**config.mk**
```make
export PLATFORM = sky130hd
export DESIGN_NAME = pwa_divider
export DESIGN_NICKNAME = d
export VERILOG_FILES = /design/src/design/pwa_pkg.sv /design/src/design/pwa_divider.sv
export SDC_FILE = /design/constraint.sdc
export NUM_CORES = 1
export LEC_CHECK = 0
export BUFFER_PORTS_ARGS = -buffer_cell sky130_fd_sc_hd__buf_2
export CAP_MARGIN = 30
export CORE_ASPECT_RATIO = 1.75
export CORE_MARGIN = 8
export CORE_UTILIZATION = 60
export CTS_CLUSTER_SIZE = 8
export DETAILED_ROUTE_END_ITERATION = 8
export GPL_ROUTABILITY_DRIVEN = 0
export PLACE_DENSITY = 0.95
export SYNTH_ARGS = -nofsm -noshare
export SYNTH_HDL_FRONTEND = slang
export SYNTH_SLANG_ARGS = --single-unit
```
**constraint.sdc**
```tcl
create_clock -name clock -period 5.2 [get_ports clock]
set_clock_uncertainty 0.15 [all_clocks]
set_input_delay 0.52 -clock clock [delete_from_list [all_inputs] [get_ports clock]]
set_output_delay 0.52 -clock clock [all_outputs]
set_load 0.1 [all_outputs]
```
**src/design/pwa_pkg.sv**
```systemverilog
// Shared constants and widths for the pulse waveform analyzer.
// No dependencies.
package pwa_pkg;
   localparam int FRACTION_BITS = 8;
   localparam int SAMPLE_W      = 16;
   localparam int WIN_AW        = 4;
   localparam int WIN_DEPTH     = 16;
   localparam int PSUM_W        = 20;
   localparam int SQ_W          = 40;
   localparam int SUM_W         = 28;
   localparam int SQSUM_W       = 48;
   localparam int NUM_W         = 73;
   localparam int DEN_W         = 25;
   localparam int QUO_W         = 48;
   localparam int ROOT_W        = 24;
   localparam int OUT_W         = 24;
   localparam int IDX_W         = 12;
   localparam int RSP_W         = 216;
   localparam logic [PSUM_W-1:0] LOW_START = 20'd16000;
   localparam logic [1:0] REG_EVENT_LENGTH    = 2'd0;
   localparam logic [1:0] REG_AVERAGE_WINDOW  = 2'd1;
   localparam logic [1:0] REG_BASELINE_LENGTH = 2'd2;
   localparam logic [1:0] REG_THRESHOLD       = 2'd3;
endpackage

```
**src/design/pwa_divider.sv**
```systemverilog
// Restoring radix-2 divider, one quotient bit per cycle.
// Depends on pwa_pkg.
module pwa_divider (
   input  logic                       clock,
   input  logic                       reset,
   input  logic                       start,
   input  logic [pwa_pkg::NUM_W-1:0]  numer,
   input  logic [pwa_pkg::DEN_W-1:0]  denom,
   output logic                       done,
   output logic [pwa_pkg::QUO_W-1:0]  quot
);
   import pwa_pkg::*;

   logic [NUM_W-1:0] num_ff;
   logic [DEN_W-1:0] rem_ff;
   logic [DEN_W-1:0] den_ff;
   logic [6:0]       cnt_ff;
   logic             busy_ff;
   logic             done_ff;
   logic [DEN_W:0]   trial;
   logic             ge;

   always_comb begin
      trial = {rem_ff, num_ff[NUM_W-1]};
      ge    = trial >= {1'b0, den_ff};
   end

   always_ff @(posedge clock) begin
      if (reset) begin
         busy_ff <= 1'b0;
         done_ff <= 1'b0;
         cnt_ff  <= '0;
         num_ff  <= '0;
         rem_ff  <= '0;
         den_ff  <= '0;
      end else begin
         done_ff <= 1'b0;
         if (start) begin
            num_ff  <= numer;
            den_ff  <= denom;
            rem_ff  <= '0;
            cnt_ff  <= '0;
            busy_ff <= 1'b1;
         end else if (busy_ff) begin
            rem_ff <= ge ? DEN_W'(trial - {1'b0, den_ff}) : trial[DEN_W-1:0];
            num_ff <= {num_ff[NUM_W-2:0], ge};
            cnt_ff <= cnt_ff + 7'd1;
            if (cnt_ff == 7'(NUM_W - 1)) begin
               busy_ff <= 1'b0;
               done_ff <= 1'b1;
            end
         end
      end
   end

   assign done = done_ff;
   assign quot = num_ff[QUO_W-1:0];
endmodule

```
After elaboration in Yosys (flattened, before gate mapping)

Index checks and enable logic that the tools add are counted.

Multiplexer cells: 7
Reduce and logical (&&, ||, !) cells: 3
Eq/ne operators: 1
$add $sub $neg: 2
Bitwise operators: 1
Magnitude comparators: 1

Operators with widths:

| operator            | number |
|---|---|
| $mux 73             | 2 |
| $ge 26x25->1        | 1 |
| $mux 25             | 1 |
| $sub 25x25->25      | 1 |
| $add 7x1->7 const B | 1 |
| $eq 7x7->1 const B  | 1 |
| $mux 1              | 4 |
| $reduce_or 3->1     | 1 |
| $reduce_bool 2->1   | 1 |
| $reduce_or 2->1     | 1 |
| $not 1->1           | 1 |

Output and inout port bits: 49
Bits of input ports: 101
Bits in registers: 132

Logic depth before layout (Yosys ltp)

Depth in word-level cells: 4
Gate-level depth with buffers: 12
Mapped depth without buffers: 11

Worst setup path after synthesis

No wires, ideal clock.

Path type: register to register
Start: register num_ff[72]
End: register rem_ff[0]
Stages on the path, launching flop included: 13
Data arrival time: 2.216 ns
Required time: 4.918 ns
Setup slack: 2.702 ns
Buffers on the path: 1
Library setup time: 0.132 ns
Path through: dfxtp_1 inv_1 ha_1 inv_1 fa_1 a21oi_1 o221ai_1 nand4b_1 nand3b_1 o21a_2 buf_4 o211ai_1 a21oi_1

Longest elaborated chain between the ends: 2
Elaborated cells between the ends (all ways): 3

Ends and longest elaborated chain:

| element                                        | line                                 | source |
|---|---|---|
| start: declaration                             | pwa_divider.sv:14                    | `logic [NUM_W-1:0] num_ff;` |
| start signal: assignment                       | pwa_divider.sv:39                    | `num_ff <= numer;` |
| start signal: assignment                       | pwa_divider.sv:46                    | `num_ff <= {num_ff[NUM_W-2:0], ge};` |
| $sub 25x25->25 or $ge 26x25->1 (tied branches) | pwa_divider.sv:45, pwa_divider.sv:25 |  |
| $mux 25 *                                      | pwa_divider.sv:45                    | `rem_ff <= ge ? DEN_W'(trial - {1'b0, den_ff}) : trial[DEN_W-1:0];` |
| end signal: assignment                         | pwa_divider.sv:45                    |  |
| end: declaration                               | pwa_divider.sv:15                    | `logic [DEN_W-1:0] rem_ff;` |

Every way passes the cells marked *; elsewhere a longest branch is shown, timed or not.
A chain may end at the register's enable or synchronous reset.

Worst setup path in the final report

Start: register num_ff[72]
End: register rem_ff[7]

The elaborated chain is that of the path after synthesis.

==> metrics.txt <==
status=finished clean; Final WS setup=1.946 ns; Core Util, Final=69.11%; vias in the first global route=7031; Area contributors post-synth=dfxtp_1 35%, mux2i_1 14%, nor2_1 9.4%; Synth Instances=947; sequential share of the synthesized area=between 30% and 40%; Synth Flop Type=dfxtp_1; share of cells above drive strength 1=19.73%; Avg Vias per Cell=5.777; final setup TNS=0 ns; cell depth of the worst flop-to-flop path=11; Mapped Area=roughly 7600 um2; P&R area growth vs syn=12.89%; CTS buffer count=17; worst-case clock buffer depth=2; Ports=150; Core Footprint=12430 um2; CP Class=flip-flop to flip-flop; Clock Latency Late Sink=0.42 ns; Leakage=3.900 nW; Max IR drop VDD=0.2588 mV; Hold Vio Cnt, Final=0; EDFF count, synth=0; fin cells=1193; Required @ worst endpoint=5.37 ns; Hold Crit Start=numer[37]; MaxCap Viol Count=0; Row Count=between 50 and 60; pins over their slew limit=0; Routed Antenna Nets=0; Die Ht=165.0 um; most common cell in the netlist=nor2_1; CP startpoint kind=flip-flop; count of final setup violators=0; maximum net fanout on the critical path=21; port bufs=149; hold slack=0.1695 ns; worst reg-to-reg setup slack=1.95 ns; drt pass-1 iters=6; min Tclk post-route=3.254 ns; highest clock rate=about 310 MHz; worst r2r src=num_ff[72]; gr ovfl total=0; total track usage=23.78%; CTS resizes=0; Post-DP HPWL=13770 um; Worst-path clk slew=0.07 ns; Slew HR=37.96%; commonest cells in the netlist=191 x nor2_1, 132 x dfxtp_1, 109 x a21oi_1; CTS HTree Levels=4; Post-Place Setup Slack=2.050 ns; hold depth=3; R2R Path End=rem_ff[7]; flip-flop and latch count after synthesis=132; post-CTS setup buffer count=0; WP data arrival=3.43 ns; CTS Sinks=132; CTS tree=done; DR DRC count=0; RSZ-0062 raised after global routing=false; Total Routed Length=19680 um; die width=101.1 um; asr flop ratio synth=0%; power per cell area=352.5 nW/um2; global-route wire length before repair=31880 um; slew of the pin with the lowest slew margin=0.9305 ns; pin count of the biggest net entering global routing=94; Min-Delay Path Class=input port to flip-flop; via count=6892; Initial Utilization=61.22%; WL/cell=around 16 um; final worst path period share=62.57%; fill count=between 900 and 1000; nets=1140; cell accounting for the most synthesized area=dfxtp_1; hold buffers post-CTS=0; Mean Syn Cell Area=8.037 um2; Post-Place Cells=1160; hold endpoint=num_ff[37]; synth unique cells=65; Die Area=16690 um2; syn nets=1076; crit end category=flip-flop; initial antenna violation count=1; post-synth top area share=34.72%; Clock Root Buffer=clkbuf_16; DRT iter0 DRCs=421; synth warn=0
## worst max-delay path, stage by stage (launching register included)
cell,delay (ns)
dfxtp_1,0.33
inv_1,0.06
ha_1,0.17
inv_1,0.06
fa_1,0.42
a21oi_1,0.22
o221ai_1,0.22
nand4b_1,0.14
nand3b_1,0.19
o21ai_2,0.80
nor3b_1,0.12
a311oi_1,0.29
## cells by family (layout without fill, tap and decap cells)
logic type      count (synthesis)  after routing  share of synthesized area (%)
flops                         132            132                          34.72
compound gates                211            211                          16.75
simple gates                  302            302                          17.44
mux                           108            108                          14.20
other cells                     0              1                              0
buf+inv                       148            225                          10.11
xor+xnor                       18             18                          2.071
fa+ha+maj                      28             28                          4.702
## registers in the layout, indices dropped and copies added, names as in the netlist
| name | flops |
|---|---|
| rem_ff | 25 |
| busy_ff | 1 |
| cnt_ff | 7 |
| den_ff | 25 |
| done | 1 |
| num_ff | 73 |
## layer usage
metal / global-route usage (%) / vias up / wire length (um)
met5: 0 / - / 0
met4: 16.56 / 0 / 965
met3: 8.062 / 94 / 1278
met2: 41.43 / 281 / 10330
met1: 22.90 / 3165 / 7103
li1: - / 3352 / -
## layout make-up
type	instances	area (um2)	share of cell area [%]
Sequential cell	132	2646	30.80
Clock buffer	18	439.2	5.111
Antenna cell	1	2.502	0.02912
Multi-Input combinational cell	667	4199	48.87
Clock inverter	14	143.9	1.675
Inverter	39	146.4	1.704
Tap cell	168	210.2	2.446
Timing Repair Buffer	154	804.5	9.364
## where the power goes
part / switching, W / internal, W / leakage (nW)
Combinational: 0.000485 / 0.000246 / 2.53
Clock: 0.000499 / 0.000684 / 0.281
Sequential: 0.0000495 / 0.00107 / 1.09
Total: 0.00103 / 0.00199 / 3.90
## layout by cell type, fill, tap and decap left out, types with 3 or more instances in the layout
cell and count:
nor2_1 191, buf_2 147, dfxtp_1 131, a21oi_1 109
mux2i_1 108, nand2_1 45, inv_1 39, o21ai_0 32
ha_1 27, clkbuf_16 17, nand4_1 13, nand3_1 11
xnor2_1 10, a21o_1 9, a31oi_1 9, xor2_1 8
nand3b_1 6, clkinv_4 6, o211ai_1 5, nor3b_1 5
o31ai_1 5, buf_4 5, and3_1 4, nor3_1 4
or2_2 4, o21a_1 4, or3_1 4, o22ai_1 3
a211o_1 3, a21boi_0 3, and2_1 3, a311oi_1 3
## through the flow
stage | power [W] | cell area (um2)
6_report | 0.003029 | 8592
5_1_grt | 0.003148 | 8589
4_1_cts | 0.003029 | 8589
3_5_place_dp | 0.001852 | 8006
3_3_place_gp | 0.001831 | 7986
2_1_floorplan | 0.001734 | 7611
## how the worst max path moves through the flow
stage / slack [ns] / end / start / cells past startpoint
after CTS: 1.95 / rem_ff[7] / num_ff[72] / 11
after detailed placement: 2.05 / rem_ff[7] / num_ff[72] / 11
after global routing: 1.67 / rem_ff[7] / num_ff[72] / 11
after global placement: 2.21 / num_ff[0] / num_ff[72] / 11
final: 1.95 / rem_ff[7] / num_ff[72] / 11
after floorplan: 2.70 / rem_ff[0] / num_ff[72] / 12
Power figures use the tool's default switching activity.
