File: config.mk
export PLATFORM = sky130hd
export DESIGN_NAME = pwa_window_mem
export DESIGN_NICKNAME = d
export VERILOG_FILES = /design/src/design/pwa_pkg.sv /design/src/design/pwa_window_mem.sv
export SDC_FILE = /design/constraint.sdc
export NUM_CORES = 1
export LEC_CHECK = 0
export ABC_AREA = 1
export BUFFER_PORTS_ARGS = -buffer_cell sky130_fd_sc_hd__buf_2
export CAP_MARGIN = 25
export CELL_PAD_IN_SITES_DETAIL_PLACEMENT = 1
export CELL_PAD_IN_SITES_GLOBAL_PLACEMENT = 2
export CORE_MARGIN = 10
export CORE_UTILIZATION = 43
export DETAILED_ROUTE_END_ITERATION = 8
export HOLD_SLACK_MARGIN = 0.05
export PLACE_DENSITY_LB_ADDON = 0.12
export SLEW_MARGIN = 40
export SYNTH_ARGS = -nofsm -noshare
export SYNTH_HDL_FRONTEND = slang
export SYNTH_SLANG_ARGS = --single-unit
File: constraint.sdc
create_clock -name clock -period 2 [get_ports clock]
set_input_delay 0.3 -clock clock [delete_from_list [all_inputs] [get_ports clock]]
set_output_delay 0.3 -clock clock [all_outputs]
set_load 0.005 [all_outputs]
File: src/design/pwa_pkg.sv
// Shared constants and widths for the pulse waveform analyzer.
// No dependencies.
package pwa_pkg;
   localparam int FRACTION_BITS = 8;
   localparam int SAMPLE_W      = 16;
   localparam int WIN_AW        = 4;
   localparam int WIN_DEPTH     = 16;
   localparam int PSUM_W        = 20;
   localparam int SQ_W          = 40;
   localparam int SUM_W         = 28;
   localparam int SQSUM_W       = 48;
   localparam int NUM_W         = 73;
   localparam int DEN_W         = 25;
   localparam int QUO_W         = 48;
   localparam int ROOT_W        = 24;
   localparam int OUT_W         = 24;
   localparam int IDX_W         = 12;
   localparam int RSP_W         = 216;
   localparam logic [PSUM_W-1:0] LOW_START = 20'd16000;
   localparam logic [1:0] REG_EVENT_LENGTH    = 2'd0;
   localparam logic [1:0] REG_AVERAGE_WINDOW  = 2'd1;
   localparam logic [1:0] REG_BASELINE_LENGTH = 2'd2;
   localparam logic [1:0] REG_THRESHOLD       = 2'd3;
endpackage

File: src/design/pwa_window_mem.sv
// Sample window ring memory with per-entry valid bits; unwritten entries read zero.
// Depends on pwa_pkg.
module pwa_window_mem (
   input  logic                          clock,
   input  logic                          reset,
   input  logic                          wr_en,
   input  logic [pwa_pkg::WIN_AW-1:0]    wr_addr,
   input  logic [pwa_pkg::SAMPLE_W-1:0]  wr_data,
   input  logic [pwa_pkg::WIN_AW-1:0]    rd_addr,
   output logic [pwa_pkg::SAMPLE_W-1:0]  rd_data
);
   import pwa_pkg::*;

   logic [SAMPLE_W-1:0]  mem [WIN_DEPTH];
   logic [WIN_DEPTH-1:0] valid_ff;
   logic [SAMPLE_W-1:0]  data_ff;
   logic                 hit_ff;

   always_ff @(posedge clock) begin
      if (wr_en) begin
         mem[wr_addr] <= wr_data;
      end
      data_ff <= mem[rd_addr];
   end

   always_ff @(posedge clock) begin
      if (reset) begin
         valid_ff <= '0;
         hit_ff   <= 1'b0;
      end else begin
         if (wr_en) begin
            valid_ff[wr_addr] <= 1'b1;
         end
         hit_ff <= valid_ff[rd_addr];
      end
   end

   assign rd_data = hit_ff ? data_ff : '0;
endmodule

Word level (Yosys, flattened, before mapping):

Memories as Yosys holds them, arrays and structs flattened. A register that Yosys moved wholly into a read port is not among the register bits.
Index checks and enable logic that the tools add are counted.
Widths: inputs -> output; s select.

* magnitude comparators: 3
* mux-type cells: 7
* bitwise logic cells: 1
* reductions and logical operators: 1

Operators by type and width (count)
* $mux 16: 1
* $or 16x16->16: 1
* $lt 4x5->1 const B: 2
* $bmux 1 s4: 1
* $demux 1 s4: 1
* $ge 4x1->1 const B: 1
* $mux 1: 4
* $logic_and 1x1->1: 1

* bits in registers: 17
* memory bits (writable): 256
* input bits: 27
* output and inout port bits: 16
* logic and storage cells: 15
* memories: 1

Memory list
* mem: depth 16, width 16, read ports 1, clocked after Yosys merged registers in 1, write ports 1, line pwa_window_mem.sv:14 `logic [SAMPLE_W-1:0] mem [WIN_DEPTH];`

Depth between registers and ports, before layout:

Gate-level depths: netlist of run 1.

* depth in word-level cells: 5
* mapped depth: 10
* gate-level depth less buffers: 7

Worst setup path after synthesis of run 1:

OpenSTA, ideal clock, no wires.

* kind: input -> register
* from: in wr_en
* to: mem mem[10][0], enable pin
* library setup time: 390 ps
* data arrival time: 1401 ps
* data required time: 1610 ps
* setup slack: 209 ps
* cell stages on the path: 4
* buffers on the path: 0
* path through: inv_1 nor3_1 inv_1 nor2_1

* word-level cells in the longest chain between the ends: 2

Ends and longest elaborated chain
* from (decl): line pwa_window_mem.sv:6 `input logic wr_en,`
* $mux 1: line pwa_window_mem.sv:20 `if (wr_en) begin`
* $mux 1 (not written as such): line pwa_window_mem.sv:21 `mem[wr_addr] <= wr_data;`
* to (decl): line pwa_window_mem.sv:14

Every way passes these cells.

Final worst setup path of run 1:

* from: reg hit_ff
* to: out rd_data[1] (netlist name)

* word-level cells in the longest chain between the ends: 1

Ends and longest elaborated chain
* from (decl): line pwa_window_mem.sv:17 `logic hit_ff;`
* from (signal assigned): line pwa_window_mem.sv:34 `hit_ff <= valid_ff[rd_addr];`
* $mux 16: line pwa_window_mem.sv:38 `assign rd_data = hit_ff ? data_ff : '0;`
* to (decl): line pwa_window_mem.sv:10 `output logic [pwa_pkg::SAMPLE_W-1:0] rd_data`

Every way passes these cells.

==> impl_results.md, run 1 <==
* Synth Area in Adders at 0%
* Hold Startpoint: reset
* Fillers at 2710
* H-tree Lvls at 1
* Synth Area in Compound Gates at 11.5%
* Clk Latency, worst-skew pair at 0.54 ns
* Worst hold path depth at 2
* Fin util at 50.7%
* CP max-delay cell: dfxtp_1
* Clock-pin slew on the worst setup and hold paths at 0.06 ns
* Syn Nets at 951
* Post-Synthesis Cell Area at 11400 µm²
* Worst ir drop on vdd at 0.000653 V
* Worst hold path type: in -> reg
* Fin crit period at 1.78 ns
* Max-Cap Viols at 0
* Top-area cell type share of the netlist area at 67.5%
* Worst flop-to-flop path endpoint: data_ff[3]
* Post-synthesis mux area share at 0%
* Post-synthesis cell type count at 23
* Worst setup margin at 0.217 ns
* Share of cells above drive strength 1 at 14.8%
* Site Rows at 59
* Top delay family on crit path: buffers and inverters
* Post-DP HPWL at 18.2 mm
* Area share of and/or/nand/nor cells after synthesis at 9.54%
* Routed len/inst at 22.6 µm
* IO Pins at 43
* CP Launch Type: flip-flop
* Clock tree from TritonCTS: built
* Vias in the first global route at 7724
* Drt pass-1 iters at 5
* Final setup TNS at 0 ns
* Leak at 0.00473 µW
* Post-synth top area cell: edfxtp_1
* Pins over their slew limit at 0
* Initial core utilization at 43.7%
* DRC violations left at 0
* TritonCTS Sinks at 289
* Max incr delay on CP at 0.31 ns
* Clk buf depth at 3
* Place WS at 0.308 ns
* Synth Register Bits at 289
* WS Path Type: reg -> out
* Max FO, Critical Path at 16
* Core area at 26100 µm²
* Post-Syn Instances at 924
* Reg-to-reg slack, setup at 0.90 ns
* Post-Route Skew at 0.00945 ns
* Final setup vio count at 0
* R2r startpoint: mem[6][3]
* Global-route wire length before repair at 46.3 mm
* Largest net degree at the start of global routing at 85
* Synth Area in XOR/XNOR at 0%
* Status: finished, final reports clean
* Die X at 183 µm
* Seq/Total Area, Yosys at 73.3%
* Yosys warns at 0
* WP buf/inv at 3
* Hold endpoint: valid_ff[2]
* Vias at 7380
* Setup Fix Bufs, Post-CTS at 0
* Wirelength, routed at 30.3 mm
* P per Cell Area at 1020 nW/µm²
* CP cell instances: buf_4 -> nand2_1 -> inv_1 -> buf_2
* R2R depth at 6
* WP data arrival at 1.48 ns
* Worst-Margin Slew at 0.557 ns
* Final Hold Fails at 0
* Die Ht at 183 µm
* Final nets at 1008
* Crit path capture type: output port
* Crit share post-route at 89.2%
* 1st-iter DRT viols at 497
* Global Route Usage Sum at 17.8%
* Grt ovf at 0
* Antenna cells at 0
* CTS resizes at 0
* Clock root buffer: clkbuf_16
* IO buf count at 42
* Hold-fix buffers, CTS at 0
* Initial antenna violation count at 1
* Cts bufs inserted at 30
* Main combinational cell family by area after synthesis: compound AO/OA/AOI/OAI gates
* Slew headroom at 62.9%
* Post-DRT Antenna Nets at 0
* Die area at 33400 µm²
* Vias/cell at 5.51
* Area grow syn2layout at 16.0%
* Synth area leaders: edfxtp_1 (67%), dfxtp_1 (5.8%), nor2_1 (5.7%), o21ai_0 (4.6%), o211ai_1 (4.2%)
* Required time of the critical path at 1.70 ns
* Syn Area/Cell at 12.3 µm²
* Unrepaired setup endpoints after global routing: false
* Max frequency at 561 MHz
* RePlAce Congestion at 0.788
## how the worst max path moves through the flow
stage / start / cells past startpoint / to / slack, ns
after detailed placement: wr_en / 6 / mem[8][11] / 0.31
after CTS: hit_ff / 4 / rd_data[1] / 0.17
final: hit_ff / 4 / rd_data[1] / 0.22
after global placement: rd_addr[0] / 9 / data_ff[4] / 0.34
after floorplan: wr_en / 4 / mem[10][0] / 0.21
after global routing: hit_ff / 4 / rd_data[1] / 0.13
## layer usage
layer  global-route usage [%]  vias up  routed length [µm]
met2                     30.2      158               15000
met5                        0        -                   7
li1                         -     3390                   -
met4                     4.30        2                 569
met1                     23.7     3794               13500
met3                     2.56       36                1220
## Yosys cell counts
master	number
inv_2	1
o211ai_2	1
nor3_1	2
o211ai_1	63
buf_12	1
nor2_1	174
buf_4	6
buf_1	3
inv_4	1
edfxtp_1	256
clkinv_1	2
nand2_1	54
a21oi_1	35
nand3_1	44
dfxtp_1	33
buf_6	9
inv_1	70
buf_2	13
o21ai_1	25
clkbuf_2	1
o21ai_0	105
buf_8	2
clkbuf_1	23
## sequential cells by signal, indices dropped and copies added, names as in the netlist
signal    flops
mem         256
data_ff      16
valid_ff     16
hit_ff        1
## worst register-to-register path: stages (launching register included)
cell	delay, ns
edfxtp_1	0.37
nor2_1	0.09
nor2_1	0.04
o21ai_0	0.08
o211ai_1	0.12
nand3_1	0.14
nand2_1	0.13
## where the power goes
group,internal [µW],total (µW),switching [µW]
registers,6720,6760,43.6
clock network,3700,5960,2260
logic,230,764,534
total,10600,13500,2840
## through the flow
stage	cell area, µm²	hold slack [ns]	total power [µW]	instances
detailed placement	12100	0.459	7660	1284
finish	13200	0.120	13500	1340
global route	13200	0.118	14000	1340
global placement	12100	0.449	7630	1284
floorplan	11400	0.399	7320	924
CTS	13200	0.101	13600	1340
## layout make-up
class	count	area, µm²	share of cell area, %
sequential	289	8350	63.2
timing repair buffer	83	658	4.98
clock inverter	12	189	1.43
inverter	74	280	2.12
tap	335	419	3.17
clock buffer	44	885	6.70
multi-input combinational	503	2430	18.4
## cell usage in the layout (no fill, tap or decap)
cell type,count
a21oi_1,35
buf_12,11
buf_2,41
buf_4,31
bufinv_16,5
clkbuf_1,7
clkbuf_16,31
clkbuf_8,6
clkinv_1,2
clkinv_2,6
dfxtp_1,33
edfxtp_1,256
inv_1,70
inv_2,1
inv_4,1
inv_6,1
nand2_1,54
nand3_1,44
nor2_1,160
nor2_2,14
nor3_1,2
o211ai_1,63
o211ai_2,1
o21ai_0,105
o21ai_1,25
## cell families after synthesis
| logic type | count (synthesis) |
|---|---|
| buf+inv | 132 |
| compound gates | 229 |
| flops | 289 |
| simple gates | 274 |
Note: power is estimated with default switching activity, not from simulation.
==> run 2, diff against run 1 <==
--- a/config.mk
+++ b/config.mk
@@ -6,12 +6,12 @@
 export NUM_CORES = 1
 export LEC_CHECK = 0
 export ABC_AREA = 1
-export BUFFER_PORTS_ARGS = -buffer_cell sky130_fd_sc_hd__buf_2
+export BUFFER_PORTS_ARGS = -buffer_cell sky130_fd_sc_hd__buf_4
 export CAP_MARGIN = 25
 export CELL_PAD_IN_SITES_DETAIL_PLACEMENT = 1
 export CELL_PAD_IN_SITES_GLOBAL_PLACEMENT = 2
 export CORE_MARGIN = 10
-export CORE_UTILIZATION = 43
+export CORE_UTILIZATION = 39
 export DETAILED_ROUTE_END_ITERATION = 8
 export HOLD_SLACK_MARGIN = 0.05
 export PLACE_DENSITY_LB_ADDON = 0.12
==> constraint.sdc (replaced) <==
create_clock -name clock -period 1.5 [get_ports clock]
set_input_delay 0.225 -clock clock [delete_from_list [all_inputs] [get_ports clock]]
set_output_delay 0.225 -clock clock [all_outputs]
set_load 0.005 [all_outputs]
==> run 2 against run 1 <==
The flow now finishes with violations (negative setup slack); clock power increased by 20%; utilization shrank 3.0 points; register-to-register slack got worse by 0.52 ns; critical endpoint is now rd_data[6]; critical path type unchanged; global-route usage shrank 0.28 points; non-clock buffer count up 38.
==> impl_results.md, run 2 (same netlist as run 1, synthesis figures left out) <==
* Setup Fix Bufs, Post-CTS at 0 (unchanged)
* DRC violations left at 0 (unchanged)
* Share of cells above drive strength 1 at 16.1% (+1.3 points)
* WS Path Type: reg -> out
* Failing checks: negative setup slack
* Sw power at 3750 µW (+32%)
* Unrepaired setup endpoints after global routing: true
* Largest Register: mem
* Routed len/inst at 22.4 µm (-0.79%)
* H-tree Lvls at 1 (unchanged)
* Global Route Usage Sum at 17.6% (-0.28 points)
* Post-DRT Antenna Nets at 0 (unchanged)
* Status: complete, but fails checks
* Wirelength, routed at 32.0 mm (+5.7%)
* Worst setup margin at -0.0329 ns (-0.250 ns)
* Final setup vio count at 15 (+15)
* Max FO, Critical Path at 17 (+1)
* Worst-Margin Slew at 0.325 ns (-0.232 ns)
* Clock root buffer: clkbuf_16
* Area grow syn2layout at 20.5%
* Post-DP HPWL at 20.2 mm (+11%)
* Initial core utilization at 39.6% (-4.1 points)
* Core area at 28800 µm² (+10%)
* Cts bufs inserted at 31 (+3.3%)
* Cell area after layout at 13700 µm² (+3.9%)
* Flop pwr share at 51.9% (+1.8 points)
* Grt ovf at 0 (unchanged)
* Max reg flops at 256 (unchanged)
* Fin util at 47.7% (-3.0 points)
* Placed cell area at 12500 µm² (+3.2%)
* Clock-pin slew on the worst setup and hold paths at 0.06 ns (about the same)
* Regs by FF count: mem x256, data_ff x16, valid_ff x16
* CP Launch Type: flip-flop
* Final nets at 1047 (+3.9%)
* Global-route wire length before repair at 48.9 mm (+5.6%)
* Die Ht at 191 µm (+4.5%)
* Crit path capture type: output port
* Pins over their slew limit at 0 (unchanged)
* P per Cell Area at 1270 nW/µm² (+24%)
* IO Pins at 43 (unchanged)
* Vias/cell at 5.25 (-4.7%)
* Site Rows at 62 (+5.1%)
* Fillers at 2968 (+9.5%)
* Slew headroom at 78.2% (+15 points)
* IO buf count at 42 (unchanged)
* Crit share post-route at 102%
* Clk pwr share at 41.2% (-3.0 points)
* Post-Route Skew at 0.00680 ns (-0.00265 ns)
* Switching portion of total power at 21.6% (+0.53 points)
* Max frequency at 652 MHz
* Die X at 191 µm (+4.5%)
* Clock tree from TritonCTS: built
* Clk buf depth at 3 (unchanged)
* Worst hold path type: in -> reg
* 1st-iter DRT viols at 491 (-1.2%)
* Final Hold Fails at 0 (unchanged)
* RePlAce Congestion at 0.784 (-0.57%)
* Place WS at 0.0269 ns (-0.281 ns)
* Fin crit period at 1.53 ns
* Max-Cap Viols at 0 (unchanged)
* TritonCTS Sinks at 289 (unchanged)
* Drt pass-1 iters at 5 (unchanged)
* Vias at 7497 (+1.6%)
* Vias in the first global route at 7968 (+3.2%)
* Required time of the critical path at 1.27 ns (-0.43 ns)
* Clk Latency, worst-skew pair at 0.54 ns (about the same)
* Worst ir drop on vdd at 0.000735 V (+13%)
* Largest net degree at the start of global routing at 45 (-47%)
* WP data arrival at 1.31 ns (-0.17 ns)
* Comb pwr share at 6.9% (+1.2 points)
* Initial antenna violation count at 2 (+1)
* Commonest non-fill, non-tap cells in the layout: edfxtp_1 (256), nor2_1 (160), o21ai_0 (105)
* Commonest non-fill, non-tap cell in the layout: edfxtp_1
* Leak at 0.00491 µW (+3.7%)
* Cell-internal power at 13600 µW (+28%)
* Die area at 36400 µm² (+9.1%)
## run 2: cell types whose count changed in the layout (fill, tap and decap cells not counted), moves of 3 or more
cell,change
buf_4,+50
buf_2,-41
dlygate4sd3_1,+21
buf_12,+8
clkinv_1,+6
bufinv_16,-5
inv_1,-3
inv_2,+3
## run 2: path summary, 6_finish.rpt
kind / from / endpoint / slack (ns) / cells after the start
worst min register to register: valid_ff[0] / valid_ff[0] / 0.47 / 2
worst max-delay path: hit_ff / rd_data[6] / -0.03 / 4
worst max register to register: mem[6][3] / data_ff[3] / 0.38 / 6
worst min-delay path: rd_addr[3] / hit_ff / 0.05 / 3
## run 2: cell type report
class	count	area, µm²	share of cell area, %
Timing Repair Buffer	121	1200	8.73
Clock buffer	45	930	6.77
Inverter	74	280	2.04
Clock inverter	10	42.5	0.310
Tap cell	384	480	3.50
Multi-Input combinational cell	503	2440	17.8
Sequential cell	289	8350	60.8
Antenna cell	2	5.00	0.0365
## run 2: per-layer routing
layer / up-vias / share of wire, % / global-route usage (%) / routed length, µm
li1: 3471 / - / - / -
met1: 3797 / 47 / 24.7 / 15000
met2: 184 / 46 / 27.8 / 14700
met3: 45 / 5.1 / 2.75 / 1650
met4: 0 / 2.1 / 4.57 / 680
met5: - / 0 / 0 / 0
## run 2: critical path: stages (launching register included)
cell and delay, ns:
dfxtp_2 0.34, buf_12 0.17, nand2_1 0.08, inv_1 0.05
buf_4 0.11
## run 2: power groups by stage
stage	logic, µW	clock network, µW	registers, µW
floorplan	602	0	9160
global placement	1130	0	9180
detailed placement	1150	0	9180
CTS	1210	7350	9020
global route	1320	7660	9030
finish	1190	7160	9020
## run 2: repair_timing
item | in CTS | in global routing
hold buffers | 22 | 0
gates resized for setup | 2 | 5
hold endpoints to repair | 255 | 0
endpoints found under the setup margin | 16 | 17
## run 2: through the flow
stage | setup TNS, ns | total power (µW) | std cells | hold WS, ns
2_1_floorplan | -7.03 | 9770 | 924 | 0.324
3_3_place_gp | 0 | 10300 | 1350 | 0.448
3_5_place_dp | 0 | 10300 | 1350 | 0.460
4_1_cts | -0.987 | 17600 | 1427 | 0.0533
5_1_grt | -1.50 | 18000 | 1428 | 0.0558
6_report | -0.317 | 17400 | 1428 | 0.0454
