**src/design/pwa_pkg.sv**
```systemverilog
// Shared constants and widths for the pulse waveform analyzer.
// No dependencies.
package pwa_pkg;
   localparam int FRACTION_BITS = 8;
   localparam int SAMPLE_W      = 16;
   localparam int WIN_AW        = 4;
   localparam int WIN_DEPTH     = 16;
   localparam int PSUM_W        = 20;
   localparam int SQ_W          = 40;
   localparam int SUM_W         = 28;
   localparam int SQSUM_W       = 48;
   localparam int NUM_W         = 73;
   localparam int DEN_W         = 25;
   localparam int QUO_W         = 48;
   localparam int ROOT_W        = 24;
   localparam int OUT_W         = 24;
   localparam int IDX_W         = 12;
   localparam int RSP_W         = 216;
   localparam logic [PSUM_W-1:0] LOW_START = 20'd16000;
   localparam logic [1:0] REG_EVENT_LENGTH    = 2'd0;
   localparam logic [1:0] REG_AVERAGE_WINDOW  = 2'd1;
   localparam logic [1:0] REG_BASELINE_LENGTH = 2'd2;
   localparam logic [1:0] REG_THRESHOLD       = 2'd3;
endpackage

```
**src/design/pwa_sqrt.sv**
```systemverilog
// Integer square root, two radicand bits per cycle.
// Depends on pwa_pkg.
module pwa_sqrt (
   input  logic                        clock,
   input  logic                        reset,
   input  logic                        start,
   input  logic [pwa_pkg::QUO_W-1:0]   radicand,
   output logic                        done,
   output logic [pwa_pkg::ROOT_W-1:0]  root
);
   import pwa_pkg::*;

   logic [QUO_W-1:0]    val_ff;
   logic [ROOT_W+1:0]   rem_ff;
   logic [ROOT_W-1:0]   root_ff;
   logic [4:0]          cnt_ff;
   logic                busy_ff;
   logic                done_ff;
   logic [ROOT_W+3:0]   rem_sh;
   logic [ROOT_W+3:0]   trial;
   logic                ge;

   always_comb begin
      rem_sh = {rem_ff, val_ff[QUO_W-1 -: 2]};
      trial  = {2'b00, root_ff, 2'b01};
      ge     = rem_sh >= trial;
   end

   always_ff @(posedge clock) begin
      if (reset) begin
         busy_ff <= 1'b0;
         done_ff <= 1'b0;
         cnt_ff  <= '0;
         val_ff  <= '0;
         rem_ff  <= '0;
         root_ff <= '0;
      end else begin
         done_ff <= 1'b0;
         if (start) begin
            val_ff  <= radicand;
            rem_ff  <= '0;
            root_ff <= '0;
            cnt_ff  <= '0;
            busy_ff <= 1'b1;
         end else if (busy_ff) begin
            rem_ff  <= ge ? (ROOT_W+2)'(rem_sh - trial) : rem_sh[ROOT_W+1:0];
            root_ff <= {root_ff[ROOT_W-2:0], ge};
            val_ff  <= {val_ff[QUO_W-3:0], 2'b00};
            cnt_ff  <= cnt_ff + 5'd1;
            if (cnt_ff == 5'(ROOT_W - 1)) begin
               busy_ff <= 1'b0;
               done_ff <= 1'b1;
            end
         end
      end
   end

   assign done = done_ff;
   assign root = root_ff;
endmodule

```
**config.mk**
```make
export PLATFORM = sky130hd
export DESIGN_NAME = pwa_sqrt
export DESIGN_NICKNAME = d
export VERILOG_FILES = /design/src/design/pwa_pkg.sv /design/src/design/pwa_sqrt.sv
export SDC_FILE = /design/constraint.sdc
export NUM_CORES = 1
export LEC_CHECK = 0
export BUFFER_PORTS_ARGS = -buffer_cell sky130_fd_sc_hd__buf_4
export CORE_MARGIN = 2
export CORE_UTILIZATION = 45
export DETAILED_ROUTE_END_ITERATION = 8
export GPL_TIMING_DRIVEN = 0
export MAX_ROUTING_LAYER = met4
export SLEW_MARGIN = 40
export SYNTH_ARGS = -nofsm -noshare
export SYNTH_HDL_FRONTEND = slang
export SYNTH_SLANG_ARGS = --single-unit
```
**constraint.sdc**
```tcl
create_clock -name clock -period 3.45 [get_ports clock]
set_input_delay 0.1725 -clock clock [delete_from_list [all_inputs] [get_ports clock]]
set_output_delay 0.1725 -clock clock [all_outputs]
set_load 0.02 [all_outputs]
```
# Yosys cells after proc, flatten, opt, wreduce, memory -nomap -nowiden
# Index checks and enable logic that the tools add are counted.
dict set report classes {
  n_reduce_logical 3
  bitwise_logic 1
  add_sub_neg 2
  eq_ne 1
  n_mux 7
  order_cmp 1
}
# cell count
set op_table {}
lappend op_table {{$mux W48} 2}
lappend op_table {{$ge A28 B26 Y1} 1}
lappend op_table {{$mux W26} 1}
lappend op_table {{$sub A26 B26 Y26} 1}
lappend op_table {{$add A5 B1 Y5 const B} 1}
lappend op_table {{$eq A5 B5 Y1 const B} 1}
lappend op_table {{$mux W1} 4}
lappend op_table {{$reduce_or A3 Y1} 1}
lappend op_table {{$reduce_bool A2 Y1} 1}
lappend op_table {{$reduce_or A2 Y1} 1}
lappend op_table {{$not A1 Y1} 1}
dict set report word_totals {
  register_bits 105
  output_inout_bits 25
  input_bits 51
}

# Longest topological paths before layout
# Gate-level depths: netlist of the first run.
dict set report logic_depth {
  word_depth 4
  depth_mapped 13
  ltp_nobuf 10
}

# Worst setup path before layout of the first run
# No wires, ideal clock.
dict set report synth_path {
  path_type {reg2reg}
  start {reg root_ff[14], in the netlist root[14]}
  end {reg rem_ff[23]}
  t_required_ns 3.327
  t_arrival_ns 2.498
  path_slack_ns 0.830
  setup_ns 0.123
  stages_incl_launch_ff 12
  path_cell_list {dfxtp_1 > inv_1 > ha_1 > buf_6 > a21o_1 > a21o_1 > a2111o_1 > o311a_1 > a2111oi_1 > nor3_1 > xnor2_1 > o21ai_1}
}
dict set report synth_between {
  elab_chain_len 2
  elab_cells_between_ends 3
  cone_classes {add/sub (1); order compare (1); mux (1)}
}
# item line_no
set synth_lines {}
lappend synth_lines {{from (decl)} pwa_sqrt.sv:15} ;# logic [ROOT_W-1:0] root_ff;
lappend synth_lines {{from (signal assigned)} pwa_sqrt.sv:47} ;# root_ff <= {root_ff[ROOT_W-2:0], ge};
lappend synth_lines {{$sub A26 B26 Y26 or $ge A28 B26 Y1 (tied branches)} {pwa_sqrt.sv:46, pwa_sqrt.sv:26}}
lappend synth_lines {{$mux W26 *} pwa_sqrt.sv:46} ;# rem_ff <= ge ? (ROOT_W+2)'(rem_sh - trial) : rem_sh[ROOT_W+1:0];
lappend synth_lines {{to (signal assigned)} pwa_sqrt.sv:46}
lappend synth_lines {{to (decl)} pwa_sqrt.sv:14} ;# logic [ROOT_W+1:0] rem_ff;
# Mark *: on every way between the ends. The rest lies on a longest branch, timed or not.
# A chain may end at the register's enable or synchronous reset.

# Worst setup path in the final report of the first run
dict set report layout_path {
  start {reg root_ff[0], in the netlist root[0]}
  end {reg rem_ff[21]}
}
# Same word-level chain as after synthesis.

==> results of run 1 <==
## worst register-to-register path: cells and delay by family, from the launching register on
kind | cells | cell delay (ns)
adders and majority gates | 1 | 0.36
buffers and inverters | 2 | 0.40
and+or+nand+nor | 3 | 0.66
AOI/OAI and AO/OA | 5 | 1.13
DFF | 1 | 0.38
## stage by stage
step                cells  hold WS [ns]  instance area (µm²)  utilization [%]
floorplan             694        0.3111                 5872                -
CTS                   955       0.03788                 6987            55.14
global placement      939        0.4015                 6635            52.36
global route          955       0.04649                 6988            55.15
finish                955       0.04719                 6988            55.15
detailed placement    939        0.4076                 6635            52.36
## cell families after synthesis
group / Yosys count / share of synthesized area, %
and+or+nand+nor: 223 / 17.11
AOI/OAI and AO/OA: 161 / 18.77
DFF: 105 / 35.80
muxes: 80 / 13.64
buffers and inverters: 75 / 5.497
adders and majority gates: 27 / 5.753
xor gates and xnor gates: 23 / 3.431
## layer usage
layer | share of wire, % | wire [µm] | vias up
li1 | - | - | 2592
met1 | 46 | 6583 | 2393
met2 | 47 | 6710 | 119
met3 | 4.6 | 648 | 21
met4 | 2.0 | 282 | 0
met5 | 0 | 0 | -
## registers in the layout, summed over array words and instances, names as in the netlist
register / cells
root: 24
val_ff: 48
rem_ff: 26
cnt_ff: 5
done: 1
busy_ff: 1
## power by group through the flow
stage | Sequential (mW) | Combinational, mW | Clock, mW
2_1_floorplan | 1.34 | 1.13 | 0
3_3_place_gp | 1.35 | 1.43 | 0
3_5_place_dp | 1.35 | 1.44 | 0
4_1_cts | 1.33 | 1.46 | 1.23
5_1_grt | 1.33 | 1.58 | 1.28
6_report | 1.32 | 1.45 | 1.21
## layout by cell type (no fill, tap or decap), drive strengths merged, types with 12 or more instances in the layout
cell,netlist,layout
buf,14,86
clkbuf,29,40
nor3,17,17
nor2,140,140
o21ai,28,28
inv,32,33
a21oi,78,78
xor2,12,12
dfxtp,105,105
mux2i,80,80
nand2,18,18
ha,27,27
## cell type report
cell class,instances,share of cell area (%)
clock inverters,6,1.611
multi-input cells,514,49.33
clock buffers,10,3.420
repair buffers,73,7.842
well taps,172,3.080
plain buffers,43,2.919
inverters,32,1.719
flip-flops and latches,105,30.08
## worst max path at each step
stage	startpoint	end	cells after the start
after global routing	root[0]$_SDFFE_PP0P_	rem_ff[21]$_SDFFE_PP0P_	11
after global placement	root[0]$_SDFFE_PP0P_	rem_ff[21]$_SDFFE_PP0P_	11
after CTS	root[0]$_SDFFE_PP0P_	rem_ff[21]$_SDFFE_PP0P_	11
after detailed placement	root[0]$_SDFFE_PP0P_	rem_ff[21]$_SDFFE_PP0P_	11
after floorplan	root[14]$_SDFFE_PP0P_	rem_ff[23]$_SDFFE_PP0P_	11
final	root[0]$_SDFFE_PP0P_	rem_ff[21]$_SDFFE_PP0P_	11
==> reports/metrics.sh, run 1 <==
CAP_VIOLATIONS=0
SWITCHINGPOWER_mW=1.330
CTS_INSERTED_BUFFERS=9
WORST_HOLD_PATH.NUM_CELLS=3
FINAL.SETUP.WORST_SLACK_NS=0.4161
SETUP.WORST_PATH.START_CLASS='flip-flop'
SEQCELLAREA_UM2=2102
FINAL_PERIOD_MINUS_WORST_SETUP_SLACK_NS=3.034
POWER.SHARE.COMBINATIONAL_PCT=36.4
CRITICAL_PATH.SLOWEST_CELL='dfxtp_1'
MAXSLEWHEADROOM_PCT=45.47
CLOCKPOWERSHARE_PCT=30.4
ASYNC_RESET_FF_SHARE_PCT=0
ANTENNA_CELLS_INSERTED=0
SHARE_SEQ_OF_TOTAL_POWER_PCT=33.3
WORSTMARGINPINSLEW_NS=0.8179
RSZ0062_AT_GRT='no'
POST-CTS-SETUP-BUFFERS=0
MET1_TRACK_DEMAND_OVER_RESOURCE_IN_GLOBAL_ROUTING_PCT=26.28
DIE_AREA_UM2=13980
SYNTH_SEQUENTIAL_AREA_RATIO_PCT=35.80
POWER_REPORT.INTERNAL_TOTAL_mW=2.654
CTS_REPAIR_RESIZE_COUNT=0
SLEW_VIOL_FINAL=0
FLOORPLAN.INITIALDENSITY_PCT=46.34
CRITICAL_PATH_CLASS='flip-flop to flip-flop'
SYNTH.NET_COUNT=772
TOP_LEVEL_PINS=76
FINALSETUPVIOLATIONS=0
R2R_CELLS=11
CTS_TREE='built'
ANT_NETS=0
CTS_CLK_PIN_SLEW_WORST_PATHS_NS=0.07
MIN_DELAY_WORST_ENDPOINT='val_ff[19]$_SDFFE_PP0P_'
GRT_MAX_DEGREE=18
SYNTH.TOP_CELL.AREA_SHARE_PCT=35.80
REMAINING_DRC_ERRORS=0
MET2_USAGE_PCT=34.72
NUMBER_OF_DESIGN_RULE_VIOLATIONS_LEFT_BY_THE_FIRST_DETAILED_ROUTER_ITERATION=260
ROUTABILITYCONGESTION=0.8109
HTREE_NUM_LEVELS=3
DRT-TOTAL-WL_MM=14.22
CRIT_CHAIN='inv_1, ha_1, nor2b_1, o31ai_4, a211oi_4, o21ai_2, a21oi_4, nor2_1, buf_2, nor3_1, a221o_1'
FLIP_FLOP_AND_LATCH_COUNT_AFTER_SYNTHESIS=105
CRIT_FAMILY='compound AO/OA/AOI/OAI gates'
NUMBER_OF_INSERTED_FILLER_CELLS_IN_THE_FINAL_LAYOUT=1238
SETUP.WORST_PATH.END_CLASS='flip-flop'
WORST_CLOCK_SKEW_NS=0.006228
SYN_INST=694
CRIT_PATH_MAX_INCR_DELAY_NS=0.38
NUM-NETS-FINAL=856
PATH_BUF_INV=2
GRT_MAX_USAGE_LAYER='met2'
WORST_HOLD_PATH_TYPE='input pin to flip-flop'
DRT-VIAS-PER-INSTANCE=5.366
DESIGN_POWER_TOTAL_mW=3.984
POWER_DENSITY_nW_PER_UM2=570.2
DIE_HEIGHT_UM=118.2
YS_TYPES=62
CLK_ROOT_BUFFER_CELL='clkbuf_16'
GRT_USE_MET3_PCT=3.861
TIMING.CRITICAL_PATH.ARRIVAL_NS=3.27
IO_BUFFERS=73
SYNTH.AVG_CELL_AREA_UM2=8.461
FINALHOLDVIOLATIONS=0
TRITONCTS_NUM_SINKS=105
SYNTH-MAIN-FF-CELL='dfxtp_1'
YOSYS-TOP-CELLS-AREA='dfxtp_1 (36%), mux2i_1 (14%), nor2_1 (8.9%), a21oi_1 (6.5%), ha_1 (5.8%)'
MAX_FREQ_MHz=329.6
FP.DIEW_UM=118.2
PATH_MAX_FANOUT=10
SYNTH_AREA_LEADER_CELL='dfxtp_1'
VDD.IR_DROP.WORST_uV=299.6
TOTAL_GRT_USAGE_PCT=21.32
FIRST_PASS_GRT_WIRE_LENGTH_MM=23.89
CRIT_REQUIRED_NS=3.69
MOST_INSTANTIATED_LIBRARY_CELL_AFTER_SYNTHESIS='nor2_1'
CTS_HOLD_BUF=0
RESULT_OF_THE_RUN='finished clean'
PLACE.DETAILED.HPWL_MM=10.44
NUMBER_OF_ANTENNA_VIOLATIONS_AT_THE_FIRST_CHECK_IN_GLOBAL_ROUTING=0
COMBINED_AREA_OF_THE_MULTI_INPUT_LOGIC_CELLS_UM2=3447
VIAS=5125
SYNTH.CELL_AREA_UM2=5872
CORE_AREA_UM2=12670
POWER_LEAKAGE_nW=2.944
DP_WORST_SETUP_SLACK_NS=0.4375
FIRST_GLOBAL_VIAS=5064
DRIVE_ABOVE_1_SHARE_PCT=15.07
NETLIST_TOP_CELLS_COUNT='nor2_1 (139), dfxtp_1 (105), mux2i_1 (80)'
SYNTH_ENABLE_FLOP_CELLS=0
LAYOUT-AREA-OVERHEAD-VS-SYNTH_PCT=19.01
FINALSETUPTNS_NS=0
AVGROUTEDWIREPERCELL_UM=14.89
NUM_ROWS=41
GR-TOTAL-OVERFLOW=0
CLK_LATENCY_WORST_SKEW_PAIR_NS=0.35
FINAL_PERIOD_UTIL_PCT=87.94
SYNTH.YOSYS.WARNINGS=0
WORST-R2R-SETUP-SLACK_NS=0.42
R2R-END='rem_ff[21]$_SDFFE_PP0P_'
CLOCKBUFFERDEPTH=2
R2R-START='root[0]$_SDFFE_PP0P_'
P_SW_SHARE_PCT=33.39
HOLD_PATH.STARTPOINT='radicand[19]'
DR.PASS1.ITERS=5
No activity file was read; power rests on OpenSTA's default activity.
==> run 2: changes to the inputs <==
--- a/config.mk
+++ b/config.mk
@@ -10,7 +10,6 @@
 export CORE_UTILIZATION = 45
 export DETAILED_ROUTE_END_ITERATION = 8
 export GPL_TIMING_DRIVEN = 0
-export MAX_ROUTING_LAYER = met4
 export SLEW_MARGIN = 40
 export SYNTH_ARGS = -nofsm -noshare
 export SYNTH_HDL_FRONTEND = slang
==> run 2 against run 1 <==
Setup slack got worse by 0.020 ns. Clock power about the same. Register-to-register slack worse by 0.02 ns. First-iteration DRC count shrank 6.2%. Sequential power about the same. Critical endpoint unchanged. Hold slack worse by 0.0034 ns. Highest routed layer unchanged. Count of clock-buffer cells in the layout did not move. Clock skew increased by 0.00062 ns. Largest cell class unchanged. Utilization stayed put. Sequential share of layout area unchanged. Global-route usage is 0.57 points lower. Critical path depth did not move. Critical path type unchanged.
==> reports/metrics.sh, run 2 (synthesis gave the netlist of run 1 again) <==
TOTAL_GRT_USAGE_PCT=20.75  # -0.57 points
PATH_MAX_FANOUT=10  # unchanged
CRITICAL_PATH_CLASS='flip-flop to flip-flop'
POST-CTS-SETUP-BUFFERS=0  # unchanged
FIRST_PASS_GRT_WIRE_LENGTH_MM=23.92  # +0.12%
RSZ0062_AT_GRT='no'
NUM_ROWS=41  # unchanged
WORST_HOLD_PATH_TYPE='input pin to flip-flop'
POWER_DENSITY_nW_PER_UM2=570.1  # about the same
CTS_REPAIR_RESIZE_COUNT=0  # unchanged
POWER_LEAKAGE_nW=2.944  # unchanged
FLIP_FLOP_COUNT_OF_THE_LARGEST_REGISTER_AFTER_LAYOUT=48  # unchanged
DESIGN_POWER_TOTAL_mW=3.984  # about the same
FINALSETUPVIOLATIONS=0  # unchanged
SWITCHINGPOWER_mW=1.330  # about the same
DRT-VIAS-PER-INSTANCE=5.357  # -0.18%
SLEW_VIOL_FINAL=0  # unchanged
PLACE.DETAILED.HPWL_MM=10.44  # unchanged
NUMBER_OF_DESIGN_RULE_VIOLATIONS_LEFT_BY_THE_FIRST_DETAILED_ROUTER_ITERATION=244  # -6.2%
PLACE.DETAILED.INSTANCES=939  # unchanged
NUMBER_OF_ANTENNA_VIOLATIONS_AT_THE_FIRST_CHECK_IN_GLOBAL_ROUTING=0  # unchanged
MAX_FREQ_MHz=327.4  # -0.66%
SETUP.WORST_PATH.START_CLASS='flip-flop'
DIE_HEIGHT_UM=118.2  # unchanged
CLK_ROOT_BUFFER_CELL='clkbuf_16'
PATH_BUF_INV=2  # unchanged
IO_BUFFERS=73  # unchanged
CAP_VIOLATIONS=0  # unchanged
MAXSLEWHEADROOM_PCT=46.69  # +1.2 points
CLOCKBUFFERDEPTH=2  # unchanged
REGISTER_BANK_WITH_THE_MOST_FLOPS='val_ff'
VDD.IR_DROP.WORST_uV=299.7  # about the same
DRIVE_ABOVE_1_SHARE_PCT=15.07  # unchanged
COMBINED_AREA_OF_THE_MULTI_INPUT_LOGIC_CELLS_UM2=3447  # unchanged
FLOORPLAN.INITIALDENSITY_PCT=46.34  # unchanged
CTS_INSERTED_BUFFERS=9  # unchanged
REMAINING_DRC_ERRORS=0  # unchanged
SETUP.WORST_PATH.END_CLASS='flip-flop'
TOP_LEVEL_PINS=76  # unchanged
FINAL_PERIOD_MINUS_WORST_SETUP_SLACK_NS=3.054  # +0.02001 ns
POWER.SHARE.COMBINATIONAL_PCT=36.4  # about the same
CRITICAL_PATH.SLOWEST_CELL='dfxtp_1'
HTREE_NUM_LEVELS=3  # unchanged
CRIT_REQUIRED_NS=3.69  # about the same
ROUTABILITYCONGESTION=0.7994  # -1.4%
AVGROUTEDWIREPERCELL_UM=14.90  # about the same
FINAL_PERIOD_UTIL_PCT=88.52  # +0.58 points
GRT_MAX_DEGREE=18  # unchanged
LAYOUT-AREA-OVERHEAD-VS-SYNTH_PCT=19.01  # unchanged
NUMBER_OF_INSERTED_FILLER_CELLS_IN_THE_FINAL_LAYOUT=1238  # unchanged
FINAL_CELL_MIX='nor2_1 (139), dfxtp_1 (105), mux2i_1 (80), a21oi_1 (76), buf_4 (73)'
DIE_AREA_UM2=13980  # unchanged
GR-TOTAL-OVERFLOW=0  # unchanged
WORSTMARGINPINSLEW_NS=0.7997  # -0.01828 ns
FINALSETUPTNS_NS=0  # unchanged
FIRST_GLOBAL_VIAS=5062  # -0.039%
ANTENNA_CELLS_INSERTED=0  # unchanged
WORST_CLOCK_SKEW_NS=0.006850  # +0.0006211 ns
ANT_NETS=0  # unchanged
CTS_CLK_PIN_SLEW_WORST_PATHS_NS=0.07  # about the same
CORE_AREA_UM2=12670  # unchanged
DRT-TOTAL-WL_MM=14.23  # about the same
CRIT_FAMILY='compound AO/OA/AOI/OAI gates'
CRIT_CHAIN='inv_1, ha_1, nor2b_1, o31ai_4, a211oi_4, o21ai_2, a21oi_4, nor2_1, buf_2, nor3_1, a221o_1'
TIMING.CRITICAL_PATH.ARRIVAL_NS=3.29  # +0.02 ns
SHARE_SEQ_OF_TOTAL_POWER_PCT=33.3  # about the same
CLK_LATENCY_WORST_SKEW_PAIR_NS=0.35  # about the same
MOST_FREQUENT_STANDARD_CELL_IN_THE_LAYOUT_EXCLUDING_FILL_AND_TAP_CELLS='nor2_1'
LAYOUT.CELLS.NON_FILLER=955  # unchanged
CLOCKPOWERSHARE_PCT=30.4  # about the same
NUM-NETS-FINAL=856  # unchanged
SEQCELLAREA_UM2=2102  # unchanged
CRIT_PATH_MAX_INCR_DELAY_NS=0.38  # about the same
FIN_WORST_HOLD_SLACK_NS=0.04384  # -0.003354 ns
FP.DIEW_UM=118.2  # unchanged
RESULT_OF_THE_RUN='finished clean'
VIAS=5116  # -0.18%
CTS_TREE='built'
DR.PASS1.ITERS=5  # unchanged
FINALHOLDVIOLATIONS=0  # unchanged
TRITONCTS_NUM_SINKS=105  # unchanged
CTS_HOLD_BUF=0  # unchanged
POWER_REPORT.INTERNAL_TOTAL_mW=2.654  # about the same
P_SW_SHARE_PCT=33.38  # about the same
[run 2: path summary, 6_finish.rpt]
check / start / end / slack, ns / cells after the start
setup / recovery: root[0]$_SDFFE_PP0P_ / rem_ff[21]$_SDFFE_PP0P_ / 0.40 / 11
setup reg to reg: root[0]$_SDFFE_PP0P_ / rem_ff[21]$_SDFFE_PP0P_ / 0.40 / 11
hold reg to reg: rem_ff[14]$_SDFFE_PP0P_ / rem_ff[14]$_SDFFE_PP0P_ / 0.50 / 2
hold / removal: radicand[30] / val_ff[30]$_SDFFE_PP0P_ / 0.04 / 3
[run 2: metal layers]
metal / vias to the layer above / wire length (µm) / global-route usage (%)
met1: 2380 / 6487 / 25.87
met4: 0 / 297 / 8.133
li1: 2598 / - / -
met5: - / 0 / 0
met2: 116 / 6687 / 34.72
met3: 22 / 757 / 4.633
[run 2: power groups by stage]
| stage | Combinational [mW] | Clock, mW | Sequential, mW |
|---|---|---|---|
| 2_1_floorplan | 1.13 | 0 | 1.34 |
| 3_3_place_gp | 1.43 | 0 | 1.35 |
| 3_5_place_dp | 1.44 | 0 | 1.35 |
| 4_1_cts | 1.46 | 1.23 | 1.33 |
| 5_1_grt | 1.58 | 1.28 | 1.33 |
| 6_report | 1.45 | 1.21 | 1.32 |
[run 2: cell type report]
type / instances / area share (%)
inverter: 32 / 1.719
tap: 172 / 3.080
clock inverter: 6 / 1.611
multi-input combinational: 514 / 49.33
timing repair buffer: 73 / 7.842
sequential: 105 / 30.08
buffer: 43 / 2.919
clock buffer: 10 / 3.420
[run 2: stage by stage]
stage	area [µm²]	utilization [%]	worst slack, ns
after floorplan	5872	-	0.8296
after global placement	6635	52.36	0.4570
after detailed placement	6635	52.36	0.4375
after CTS	6987	55.14	0.3825
after global routing	6988	55.15	0.2314
final	6988	55.15	0.3961
[run 2: worst reg2reg max path, cell delays in order (launching register included)]
cell,delay [ns]
dfxtp_1,0.38
inv_1,0.06
ha_1,0.36
nor2b_1,0.19
o31ai_4,0.34
a211oi_4,0.13
o21ai_2,0.27
a21oi_4,0.12
nor2_1,0.38
buf_2,0.33
nor3_1,0.11
a221o_1,0.27
==> run 3: changes to the inputs <==
--- a/config.mk
+++ b/config.mk
@@ -10,6 +10,7 @@
 export CORE_UTILIZATION = 45
 export DETAILED_ROUTE_END_ITERATION = 8
 export GPL_TIMING_DRIVEN = 0
+export PLACE_DENSITY_LB_ADDON = 0.3
 export SLEW_MARGIN = 40
 export SYNTH_ARGS = -nofsm -noshare
 export SYNTH_HDL_FRONTEND = slang
==> run 3 against run 2 <==
Setup slack gained 0.032 ns. Die area unchanged. Maximum frequency grew 1.0%. Cell area down 0.95%. Utilization is 0.52 points lower. Clock skew is 0.0067 ns higher. Combinational power about the same. Largest power group unchanged. Clock power fell by 16%. Hold slack worse by 0.0028 ns.
==> reports/metrics.sh, run 3 (synthesis gave the netlist of run 1 again) <==
FIN_AREA_UM2=6922  # -0.95%
REGISTER_BANK_WITH_THE_MOST_FLOPS='val_ff'
POST-ROUTE-UTIL_PCT=54.63  # -0.52 points
POWER_LEAKAGE_nW=2.910  # -1.2%
FIN_WORST_HOLD_SLACK_NS=0.04104  # -0.002797 ns
SETUP.WORST_PATH.END_CLASS='flip-flop'
GR-TOTAL-OVERFLOW=0  # unchanged
DRIVE_ABOVE_1_SHARE_PCT=14.81  # -0.26 points
FINAL.SETUP.WORST_SLACK_NS=0.4276  # +0.03154 ns
DP_WORST_SETUP_SLACK_NS=0.4607  # +0.02323 ns
LAYOUT.CELLS.NON_FILLER=955  # unchanged
CRIT_REQUIRED_NS=3.70  # about the same
RSZ0062_AT_GRT='no'
ANTENNA_CELLS_INSERTED=0  # unchanged
CORE_AREA_UM2=12670  # unchanged
RESULT_OF_THE_RUN='finished clean'
PATH_MAX_FANOUT=10  # unchanged
FP.DIEW_UM=118.2  # unchanged
CTS_TREE='built'
POWER_DENSITY_nW_PER_UM2=549.8  # -3.6%
DESIGN_POWER_TOTAL_mW=3.805  # -4.5%
PLACE.DETAILED.INSTANCES=939  # unchanged
CLOCKBUFFERDEPTH=2  # unchanged
NUMBER_OF_DESIGN_RULE_VIOLATIONS_LEFT_BY_THE_FIRST_DETAILED_ROUTER_ITERATION=227  # -7.0%
MAXSLEWHEADROOM_PCT=45.96  # -0.73 points
DPL-INSTANCE-AREA_UM2=6635  # unchanged
TOTAL_GRT_USAGE_PCT=20.12  # -0.63 points
POST-CTS-SETUP-BUFFERS=0  # unchanged
REMAINING_DRC_ERRORS=0  # unchanged
WORST_CLOCK_SKEW_NS=0.01359  # +0.006741 ns
CLK_ROOT_BUFFER_CELL='clkbuf_16'
PLACE.DETAILED.HPWL_MM=10.34  # -0.96%
COMBINED_AREA_OF_THE_MULTI_INPUT_LOGIC_CELLS_UM2=3447  # unchanged
MOST_FREQUENT_STANDARD_CELL_IN_THE_LAYOUT_EXCLUDING_FILL_AND_TAP_CELLS='nor2_1'
TOP_LEVEL_PINS=76  # unchanged
FIRST_GLOBAL_VIAS=4908  # -3.0%
CTS_HOLD_BUF=0  # unchanged
FLOORPLAN.INITIALDENSITY_PCT=46.34  # unchanged
WORST_HOLD_PATH_TYPE='input pin to flip-flop'
CLK_LATENCY_WORST_SKEW_PAIR_NS=0.36  # about the same
FINAL_PERIOD_UTIL_PCT=87.61  # -0.91 points
CTS_INSERTED_BUFFERS=9  # unchanged
DRT-TOTAL-WL_MM=14.16  # -0.49%
CTS_REPAIR_RESIZE_COUNT=0  # unchanged
FLIP_FLOP_COUNT_OF_THE_LARGEST_REGISTER_AFTER_LAYOUT=48  # unchanged
SLEW_VIOL_FINAL=0  # unchanged
TIMING.CRITICAL_PATH.ARRIVAL_NS=3.27  # -0.02 ns
WORSTMARGINPINSLEW_NS=0.8106  # +0.01096 ns
GRT_MAX_DEGREE=20  # +2
DIE_AREA_UM2=13980  # unchanged
FINALHOLDVIOLATIONS=0  # unchanged
NUM-NETS-FINAL=856  # unchanged
FIRST_PASS_GRT_WIRE_LENGTH_MM=23.04  # -3.7%
SEQCELLAREA_UM2=2102  # unchanged
TRITONCTS_NUM_SINKS=105  # unchanged
DIE_HEIGHT_UM=118.2  # unchanged
ROUTABILITYCONGESTION=0.9013  # +13%
MAX_FREQ_MHz=330.9  # +1.0%
FINAL_CELL_MIX='nor2_1 (139), dfxtp_1 (105), mux2i_1 (80), a21oi_1 (76), buf_4 (73)'
ANT_NETS=0  # unchanged
LAYOUT-AREA-OVERHEAD-VS-SYNTH_PCT=17.88
SETUP.WORST_PATH.START_CLASS='flip-flop'
IO_BUFFERS=73  # unchanged
FINALSETUPVIOLATIONS=0  # unchanged
CRITICAL_PATH_CLASS='flip-flop to flip-flop'
FINALSETUPTNS_NS=0  # unchanged
FINAL_PERIOD_MINUS_WORST_SETUP_SLACK_NS=3.022  # -0.03154 ns
DRT-VIAS-PER-INSTANCE=5.428  # +1.3%
CAP_VIOLATIONS=0  # unchanged
VIAS=5184  # +1.3%
AVGROUTEDWIREPERCELL_UM=14.83  # -0.49%
NUMBER_OF_INSERTED_FILLER_CELLS_IN_THE_FINAL_LAYOUT=1242  # +0.32%
VDD.IR_DROP.WORST_uV=300.6  # +0.31%
CTS_CLK_PIN_SLEW_WORST_PATHS_NS=0.08  # about the same
NUM_ROWS=41  # unchanged
DR.PASS1.ITERS=5  # unchanged
HTREE_NUM_LEVELS=3  # unchanged
NUMBER_OF_ANTENNA_VIOLATIONS_AT_THE_FIRST_CHECK_IN_GLOBAL_ROUTING=0  # unchanged
==> run 3: metal layers <==
metal  up-vias  part of all wire (%)  track usage, %
met2       132                    47           32.84
li1       2612                     -               -
met4         0                   2.6           10.17
met1      2414                    46           25.12
met5         -                     0               0
met3        26                   4.9           4.054
==> run 3: final timing paths <==
kind	cells past startpoint	slack [ns]	endpoint	startpoint
setup / recovery	11	0.43	rem_ff[22]$_SDFFE_PP0P_	root[0]$_SDFFE_PP0P_
hold / removal	3	0.04	val_ff[19]$_SDFFE_PP0P_	radicand[19]
setup reg to reg	11	0.43	rem_ff[22]$_SDFFE_PP0P_	root[0]$_SDFFE_PP0P_
hold reg to reg	2	0.51	rem_ff[14]$_SDFFE_PP0P_	rem_ff[14]$_SDFFE_PP0P_
==> run 3: area by class of cell <==
type	count	share of cell area, %
Inverter	32	1.735
Buffer	43	2.928
Multi-Input combinational cell	514	49.80
Sequential cell	105	30.37
Clock inverter	6	0.8315
Tap cell	172	3.109
Timing Repair Buffer	73	7.918
Clock buffer	10	3.308
==> run 3: critical path, cell delays in order, from the launching register on <==
cell,delay [ns]
dfxtp_1,0.38
inv_1,0.06
ha_1,0.36
nor2b_1,0.19
o31ai_4,0.34
a211oi_4,0.13
o21ai_2,0.25
a21oi_4,0.11
nor2_1,0.39
buf_2,0.35
nor3_1,0.09
a221o_1,0.27
==> run 3: where the power goes <==
group          internal, mW  switching, mW  total (mW)
logic                 0.645          0.814        1.46
clock network         0.512          0.510        1.02
registers              1.28         0.0476        1.32
